<file path="config.mk">
export PLATFORM = sky130hd
export DESIGN_NAME = websocket_url_splitter_unit
export DESIGN_NICKNAME = d
export VERILOG_FILES = /design/src/hdl/wsurl_pkg.sv /design/src/hdl/wsurl_parse.sv /design/src/hdl/websocket_url_splitter_unit.sv
export SDC_FILE = /design/constraint.sdc
export NUM_CORES = 1
export LEC_CHECK = 0
export BUFFER_PORTS_ARGS = -buffer_cell sky130_fd_sc_hd__buf_2
export CAP_MARGIN = 25
export CORE_MARGIN = 2
export CORE_UTILIZATION = 40
export CTS_CLUSTER_SIZE = 14
export DETAILED_ROUTE_END_ITERATION = 16
export PLACE_DENSITY = 0.62
export SETUP_SLACK_MARGIN = 0.3
export SYNTH_ARGS = -nofsm -noshare
export SYNTH_HDL_FRONTEND = slang
export SYNTH_HIERARCHICAL = 1
export SYNTH_SLANG_ARGS = --single-unit
</file>
<file path="constraint.sdc">
create_clock -name clk_i -period 5.8 [get_ports clk_i]
set_clock_uncertainty 0.1 [all_clocks]
set_input_delay 1.16 -clock clk_i [delete_from_list [all_inputs] [get_ports clk_i]]
set_output_delay 1.16 -clock clk_i [all_outputs]
set_load 0.02 [all_outputs]
</file>
<file path="src/hdl/wsurl_pkg.sv">
// shared types, codes and prefix tables for the websocket url splitter
package wsurl_pkg;

  // parse phase codes
  localparam logic [2:0] PhScheme = 3'd0;
  localparam logic [2:0] PhHost   = 3'd1;
  localparam logic [2:0] PhPort   = 3'd2;
  localparam logic [2:0] PhPath   = 3'd3;
  localparam logic [2:0] PhFail   = 3'd4;

  // section tags on each result word
  localparam logic [2:0] SecSep  = 3'd0;
  localparam logic [2:0] SecHost = 3'd1;
  localparam logic [2:0] SecPort = 3'd2;
  localparam logic [2:0] SecPath = 3'd3;
  localparam logic [2:0] SecEnd  = 3'd4;

  // number scanner substates
  localparam logic [1:0] NumSkip = 2'd0;
  localparam logic [1:0] NumDigs = 2'd1;
  localparam logic [1:0] NumStop = 2'd2;

  localparam logic [31:0] PortPlain  = 32'd80;
  localparam logic [31:0] PortSecure = 32'd443;

  typedef struct packed {
    logic [2:0]  phase;
    logic [2:0]  scheme_pos;
    logic [1:0]  alive;
    logic [31:0] accum;
    logic [1:0]  num_sub;
    logic        neg;
    logic        port_given;
    logic        secure;
  } parse_state_t;

  typedef struct packed {
    logic [2:0]  section;
    logic [7:0]  byte_out;
    logic        done;
    logic        ok;
    logic [31:0] port;
    logic        tls;
  } result_t;

  localparam parse_state_t StateReset = '{
    phase: PhScheme, scheme_pos: 3'd0, alive: 2'b11, accum: 32'd0,
    num_sub: NumSkip, neg: 1'b0, port_given: 1'b0, secure: 1'b0
  };

  // "ws://"
  function automatic logic [7:0] plain_char(input logic [2:0] pos);
    logic [7:0] ch;
    case (pos)
      3'd0:    ch = 8'h77;
      3'd1:    ch = 8'h73;
      3'd2:    ch = 8'h3A;
      3'd3:    ch = 8'h2F;
      3'd4:    ch = 8'h2F;
      default: ch = 8'h00;
    endcase
    return ch;
  endfunction

  // "wss://"
  function automatic logic [7:0] secure_char(input logic [2:0] pos);
    logic [7:0] ch;
    case (pos)
      3'd0:    ch = 8'h77;
      3'd1:    ch = 8'h73;
      3'd2:    ch = 8'h73;
      3'd3:    ch = 8'h3A;
      3'd4:    ch = 8'h2F;
      3'd5:    ch = 8'h2F;
      default: ch = 8'h00;
    endcase
    return ch;
  endfunction

endpackage

</file>
<file path="src/hdl/wsurl_parse.sv">
// next-state and result logic for one url character
module wsurl_parse (
  input  wsurl_pkg::parse_state_t state_i,
  input  logic [7:0]              char_i,
  output wsurl_pkg::parse_state_t state_o,
  output wsurl_pkg::result_t      result_o
);
  import wsurl_pkg::*;

  logic [1:0]  alive;
  logic        blank;
  logic        is_digit;
  logic        is_sign;
  logic [35:0] acc_sum;
  logic [35:0] acc_limit;

  assign blank    = (char_i == 8'h20) || (char_i >= 8'h09 && char_i <= 8'h0D);
  assign is_digit = (char_i >= 8'h30) && (char_i <= 8'h39);
  assign is_sign  = (char_i == 8'h2B) || (char_i == 8'h2D);

  // accum * 10 + digit, kept wide for the saturation compare
  assign acc_sum   = {1'b0, state_i.accum, 3'b000} + {3'b000, state_i.accum, 1'b0}
                   + {32'd0, char_i[3:0] - 4'd0};
  assign acc_limit = state_i.neg ? 36'h080000000 : 36'h07FFFFFFF;

  always_comb begin
    state_o           = state_i;
    alive             = state_i.alive;
    result_o.section  = SecSep;
    result_o.byte_out = char_i;
    result_o.done     = 1'b0;
    result_o.ok       = 1'b0;
    result_o.port     = 32'd0;
    result_o.tls      = 1'b0;

    if (char_i == 8'h00) begin
      result_o.section = SecEnd;
      result_o.done    = 1'b1;
      if (state_i.phase == PhPath) begin
        result_o.ok  = 1'b1;
        result_o.tls = state_i.secure;
        if (state_i.port_given) begin
          result_o.port = state_i.neg ? (32'd0 - state_i.accum) : state_i.accum;
        end else begin
          result_o.port = state_i.secure ? PortSecure : PortPlain;
        end
      end
      state_o = StateReset;
    end else begin
      case (state_i.phase)
        PhScheme: begin
          if (alive[0] && (state_i.scheme_pos >= 3'd5 ||
                           plain_char(state_i.scheme_pos) != char_i)) begin
            alive[0] = 1'b0;
          end
          if (alive[1] && (state_i.scheme_pos >= 3'd6 ||
                           secure_char(state_i.scheme_pos) != char_i)) begin
            alive[1] = 1'b0;
          end
          state_o.alive      = alive;
          state_o.scheme_pos = state_i.scheme_pos + 3'd1;
          if (alive == 2'b00) begin
            state_o.phase = PhFail;
          end else if (alive[0] && state_i.scheme_pos == 3'd4) begin
            state_o.secure = 1'b0;
            state_o.phase  = PhHost;
          end else if (alive[1] && state_i.scheme_pos == 3'd5) begin
            state_o.secure = 1'b1;
            state_o.phase  = PhHost;
          end
        end
        PhHost: begin
          if (char_i == 8'h3A) begin
            state_o.port_given = 1'b1;
            state_o.phase      = PhPort;
          end else if (char_i == 8'h2F) begin
            result_o.section = SecPath;
            state_o.phase    = PhPath;
          end else begin
            result_o.section = SecHost;
          end
        end
        PhPort: begin
          if (char_i == 8'h2F) begin
            result_o.section = SecPath;
            state_o.phase    = PhPath;
          end else begin
            result_o.section = SecPort;
            if (state_i.num_sub == NumSkip && blank) begin
              state_o.num_sub = NumSkip;
            end else if (state_i.num_sub == NumSkip && is_sign) begin
              state_o.neg     = (char_i == 8'h2D);
              state_o.num_sub = NumDigs;
            end else if ((state_i.num_sub == NumSkip || state_i.num_sub == NumDigs)
                         && is_digit) begin
              state_o.accum   = (acc_sum > acc_limit) ? acc_limit[31:0] : acc_sum[31:0];
              state_o.num_sub = NumDigs;
            end else begin
              state_o.num_sub = NumStop;
            end
          end
        end
        PhPath: begin
          result_o.section = SecPath;
        end
        default: begin
          result_o.section = SecSep;
        end
      endcase
    end
  end

endmodule

</file>
<file path="src/hdl/websocket_url_splitter_unit.sv">
// top level of the websocket url splitter: input register, parse step, result register
//
// Takes a NUL-terminated URL one character word at a time and returns one result
// word per character: the character passed through with its section tag (scheme or
// separator, host, port text, path, end). The terminator word carries the verdict:
// url_done, url_ok, the port (parsed with atoi rules and saturated to 32 bits, or
// 80 / 443 from "ws://" / "wss://") and tls_on; on failure port and tls read 0 and
// host and path words already delivered should be dropped. After the terminator the
// parser returns to its reset state, so URLs may follow one another directly.
// Throughput is one word per clock while out_stall_i stays low: a character is held in
// the input register, passes through the parse step (one 36-bit multiply-by-ten add
// and saturation compare is the longest path) and lands in the result register.
// While a result waits under out_stall_i the input register still takes one more
// word, after which in_stall_o is raised.
module websocket_url_splitter_unit (
  input  logic               clk_i,
  input  logic               rst_ni,
  input  logic               in_valid_i,
  output logic               in_stall_o,
  input  logic [7:0]         char_code_i,
  output logic               out_valid_o,
  input  logic               out_stall_i,
  output logic [2:0]         section_o,
  output logic [7:0]         byte_out_o,
  output logic               url_done_o,
  output logic               url_ok_o,
  output logic signed [31:0] port_number_o,
  output logic               tls_on_o
);
  import wsurl_pkg::*;

  // input register
  logic         in_valid_q;
  logic [7:0]   char_q;

  // parser context carried from word to word
  parse_state_t state_q;
  parse_state_t state_d;

  // result register
  logic         out_valid_q;
  result_t      result_q;
  result_t      result_d;

  logic         out_free;
  logic         advance;
  logic         in_take;

  // the result register frees up when empty or being taken this edge
  assign out_free   = !out_valid_q || !out_stall_i;
  assign advance    = in_valid_q && out_free;
  // input register accepts when empty or moving forward
  assign in_stall_o = in_valid_q && !out_free;
  assign in_take    = in_valid_i && !in_stall_o;

  wsurl_parse u_parse (
    .state_i  (state_q),
    .char_i   (char_q),
    .state_o  (state_d),
    .result_o (result_d)
  );

  always_ff @(posedge clk_i or negedge rst_ni) begin
    if (!rst_ni) begin
      in_valid_q  <= 1'b0;
      out_valid_q <= 1'b0;
      state_q     <= StateReset;
    end else begin
      if (in_take) begin
        in_valid_q <= 1'b1;
      end else if (advance) begin
        in_valid_q <= 1'b0;
      end
      if (advance) begin
        out_valid_q <= 1'b1;
        state_q     <= state_d;
      end else if (out_free) begin
        out_valid_q <= 1'b0;
      end
    end
  end

  // payload registers
  always_ff @(posedge clk_i) begin
    if (in_take) begin
      char_q <= char_code_i;
    end
    if (advance) begin
      result_q <= result_d;
    end
  end

  assign out_valid_o   = out_valid_q;
  assign section_o     = result_q.section;
  assign byte_out_o    = result_q.byte_out;
  assign url_done_o    = result_q.done;
  assign url_ok_o      = result_q.ok;
  assign port_number_o = $signed(result_q.port);
  assign tls_on_o      = result_q.tls;

endmodule
</file>
==> results.rst <==
.. list-table::
   :header-rows: 1

   * - Metric
     - Value
   * - Setup_tns
     - 0 ns
   * - #FFs+latches synth
     - 101
   * - Nets in the synthesized netlist
     - 1026
   * - Top Ports
     - 60
   * - Std-Cell Core Area
     - 0.0220 sq mm
   * - Slew of the pin with the lowest slew margin
     - 0.973 ns
   * - CTS sink cnt
     - 101
   * - Register-to-register path setup slack
     - 0.48 ns
   * - Largest stage delay on the critical path
     - 0.42 ns
   * - Detailed-route DRC error count
     - 0
   * - Most frequent cell after synthesis
     - ha_1
   * - Ant diodes
     - 0
   * - Cells on worst reg2reg path
     - 24
   * - Sum of net half-perimeters after detailed placement
     - ~17000 um
   * - Total CTS buffers
     - 9
   * - Fraction of the mapped netlist area in simple logic gates
     - 0.146
   * - Post-CTS Hold Fix Bufs
     - 0
   * - Number of warnings printed during yosys synthesis
     - 6
   * - Weighted congestion reported at the end of routability-driven placement
     - roughly 0.9
   * - Setup repair after global routing missed its margin
     - no
   * - Worst skew pair latency
     - 0.36 ns
   * - Peak fanout along the critical path
     - 13
   * - First-pass iteration count of the detailed router
     - 5
   * - Critical path capture point type
     - flip-flop
   * - Post-route cell area
     - 0.0104 sq mm
   * - Hold Path End
     - out_valid_o
   * - Worst Setup Start Kind
     - flip-flop
   * - Die Outline Area
     - 0.0238 sq mm
   * - Combinational family with the most area after synthesis
     - compound AO/OA/AOI/OAI gates
   * - Post-Syn Area
     - 0.00903 sq mm
   * - Number of antenna violations at the first check in global routing
     - 0
   * - Aggregate routed wire length
     - 22600 um
   * - Hold path startpoint
     - in_valid_q
   * - Number of different library cells in the post-synthesis netlist
     - 89
   * - CP max-delay cell
     - or3_4
   * - Fraction of registers with async set/reset
     - 0.465
   * - Buffer cell driving the clock tree root
     - clkbuf_16
   * - Share of the synthesized area in compound gates (AO/OA/AOI/OAI)
     - 0.208
   * - Width of the chip
     - 154 um
   * - Yosys top cell area share
     - 0.180
   * - Fraction of final layout cells with drive strength greater than 1
     - 0.289
   * - Highest Clock Rate
     - ~190 MHz
   * - Yosys top cell by area
     - edfxtp_1
   * - Leakage power of the design
     - 4.68 nW
   * - Via/cell ratio
     - 5.82
   * - Nets@finish
     - 1089
   * - Fill cell instance count of the final layout
     - about 2000
   * - Worst Hold Depth
     - 1
   * - Most numerous cell types in the synthesized netlist
     - ha_1, nor2_1, a21oi_1
   * - Initial DRC count
     - 450
   * - Tcrit/Tclk final
     - 0.917
   * - Post-DP Area
     - about 0.0096 sq mm
   * - Power density of the placed cells
     - 174 mW/mm^2
   * - Mapped Avg Cell Area
     - 9.91 sq um
   * - Final hold violation count
     - 0
   * - Category of the critical setup timing path
     - reg -> reg
   * - Post-synth EDFFs
     - 54
   * - Crit path buf inv count
     - 3
   * - Final antenna-violating net count
     - 0
   * - Peak ir drop on the vdd network
     - about 0.16 mV
   * - Data arrival time of the critical path
     - 5.46 ns
   * - Part of the Yosys area used for sequential elements
     - 0.310
   * - Initial Utilization
     - 0.411
   * - Fraction of synthesized cell area in xor and xnor cells
     - 0.0639
   * - Port bufs
     - 59
   * - Routed length per placed instance
     - 18.0 um
   * - Mux contribution to synthesized area
     - 0.0751
   * - Status
     - completed
   * - Placed cell count
     - around 1200
   * - Cell class contributing the biggest share of worst-path delay
     - compound AO/OA/AOI/OAI gates
   * - Startpoint of the most critical register-to-register path
     - state_q[5]
   * - Global-route total usage across every layer
     - 0.189
   * - Class of the tightest hold or removal check
     - reg -> reg
   * - Clock Pin Slew Worst Setup and Hold Paths
     - approximately 0.07 ns
   * - Post-synthesis instance total
     - a little over 900
   * - Pins Over Slew Limit
     - 0
   * - Worst rel slew slack
     - 0.349
   * - Most repeated library cell on the critical path
     - buf_4
   * - Via count of the first global-routing pass
     - 6945
   * - Critical Path RT
     - 5.94 ns
   * - Height of the die
     - 154 um
   * - Count of standard-cell rows
     - 54
   * - Number of setup violations in the final report
     - 0
   * - Congestion Overflow GR
     - 0
   * - Detailed-route via count
     - 7323
   * - H-tree depth
     - 3
   * - Maximum root-to-sink buffer count
     - 2
   * - Final Instance Count excl. Fillers
     - 1259
   * - Largest net degree at the start of global routing
     - 82
   * - Number of max-capacitance violations reported
     - 0
   * - Minimum clock period after layout
     - 5.32 ns
   * - Layout overhead on the synthesized area
     - 14.7%
   * - Terminus of the critical flop-to-flop path
     - state_q[5]
   * - Synthesized-area fraction occupied by adder cells
     - 0.144
   * - Crit-path cells
     - buf_4 -> ha_1 -> ha_2 -> fa_2 -> a21o_4 -> nand3_4 -> a2111oi_4 -> or3_4 -> nand2b_1 -> o21ai_0 -> xor2_1 -> buf_4 -> ha_1 -> nand4_1 -> nor3_2 -> nand2_1 -> o221a_2 -> o211ai_1 -> a31oi_2 -> buf_4 -> nand3_2 -> nor2_4 -> a221o_1 -> mux2_4
   * - Wire length of the first global-routing pass
     - 36300 um
   * - CTS tree
     - built
   * - Synth area leaders
     - edfxtp_1, ha_1, dfrtp_1
   * - Most used flip-flop cell after synthesis
     - edfxtp_1
sequential cells by signal, summed over array words and instances (netlist names):
signal,count
byte_out_o,8
port_number_o,32
state_q,45
url_done_o,1
out_valid_o,1
char_q,8
in_valid_q,1
section_o,3
url_ok_o,1
tls_on_o,1
through the flow:
step	power (mW)	utilization	setup slack [ns]	hold WS [ns]
2_1_floorplan	1.13	-	0.459	0.348
3_3_place_gp	1.19	0.436	0.126	0.370
3_5_place_dp	1.20	0.436	0.0135	0.376
4_1_cts	1.82	0.454	0.310	0.394
5_1_grt	1.89	0.471	0.190	0.426
6_report	1.80	0.471	0.479	0.391
cell families (layout without fill, tap and decap cells):
logic type,Yosys count,after routing
compound gates,260,260
xor+xnor,65,65
fa+ha+maj,103,103
simple gates,255,255
mux,47,47
buf+inv,80,148
flops,101,101
layout by cell type, fill, tap and decap left out, types with 9 or more instances in the layout:
cell       count
inv_1         24
a221o_1       14
nand2_1       47
mux2_4        40
nor3_1        15
nand2_2       12
dfrtp_2       10
a21o_1        14
o21ai_0       29
xnor2_1       21
buf_2         59
clkbuf_16      9
o21a_1        10
ha_1          89
nand3_1       20
dfrtp_1       35
a311oi_2      11
a21oi_1       65
edfxtp_1      54
buf_4         44
nor2_1        76
nand4_1       12
a31oi_1       17
xor2_1        37
power breakdown:
group	internal, mW	total [mW]	switching [mW]
clock network	0.307	0.607	0.300
logic	0.145	0.342	0.198
registers	0.806	0.853	0.0470
total	1.26	1.80	0.545
final cells by class:
cell class	count	area, sq um	share of cell area
multi-input combinational	730	6110	0.590
sequential	101	2810	0.272
timing repair buffer	107	679	0.0656
tap	280	350	0.0338
clock buffer	9	225	0.0218
inverter	25	93.8	0.00906
clock inverter	7	78.8	0.00761
per-layer routing:
metal  track usage  part of all wire  up-vias
li1              -                 -     3573
met1         0.254              0.46     3559
met2         0.322              0.49      161
met3        0.0205             0.033       30
met4        0.0565             0.019        0
met5             0                 0        -
worst max path at each step:
| stage | cells past startpoint | from | to |
|---|---|---|---|
| after global routing | 22 | state_q[6] | state_q[21] |
| final | 24 | state_q[5] | state_q[5] |
| after floorplan | 21 | state_q[5] | state_q[12] |
| after global placement | 20 | state_q[5] | state_q[5] |
| after CTS | 22 | state_q[5] | state_q[19] |
| after detailed placement | 21 | state_q[5] | state_q[18] |
timing repair:
action | in CTS | in global routing
gates resized for setup | 11 | 64
setup endpoints to repair | 31 | 32
pin swaps | 4 | 25
buffers inserted | 5 | 11
No activity file was read; power rests on OpenSTA's default activity.
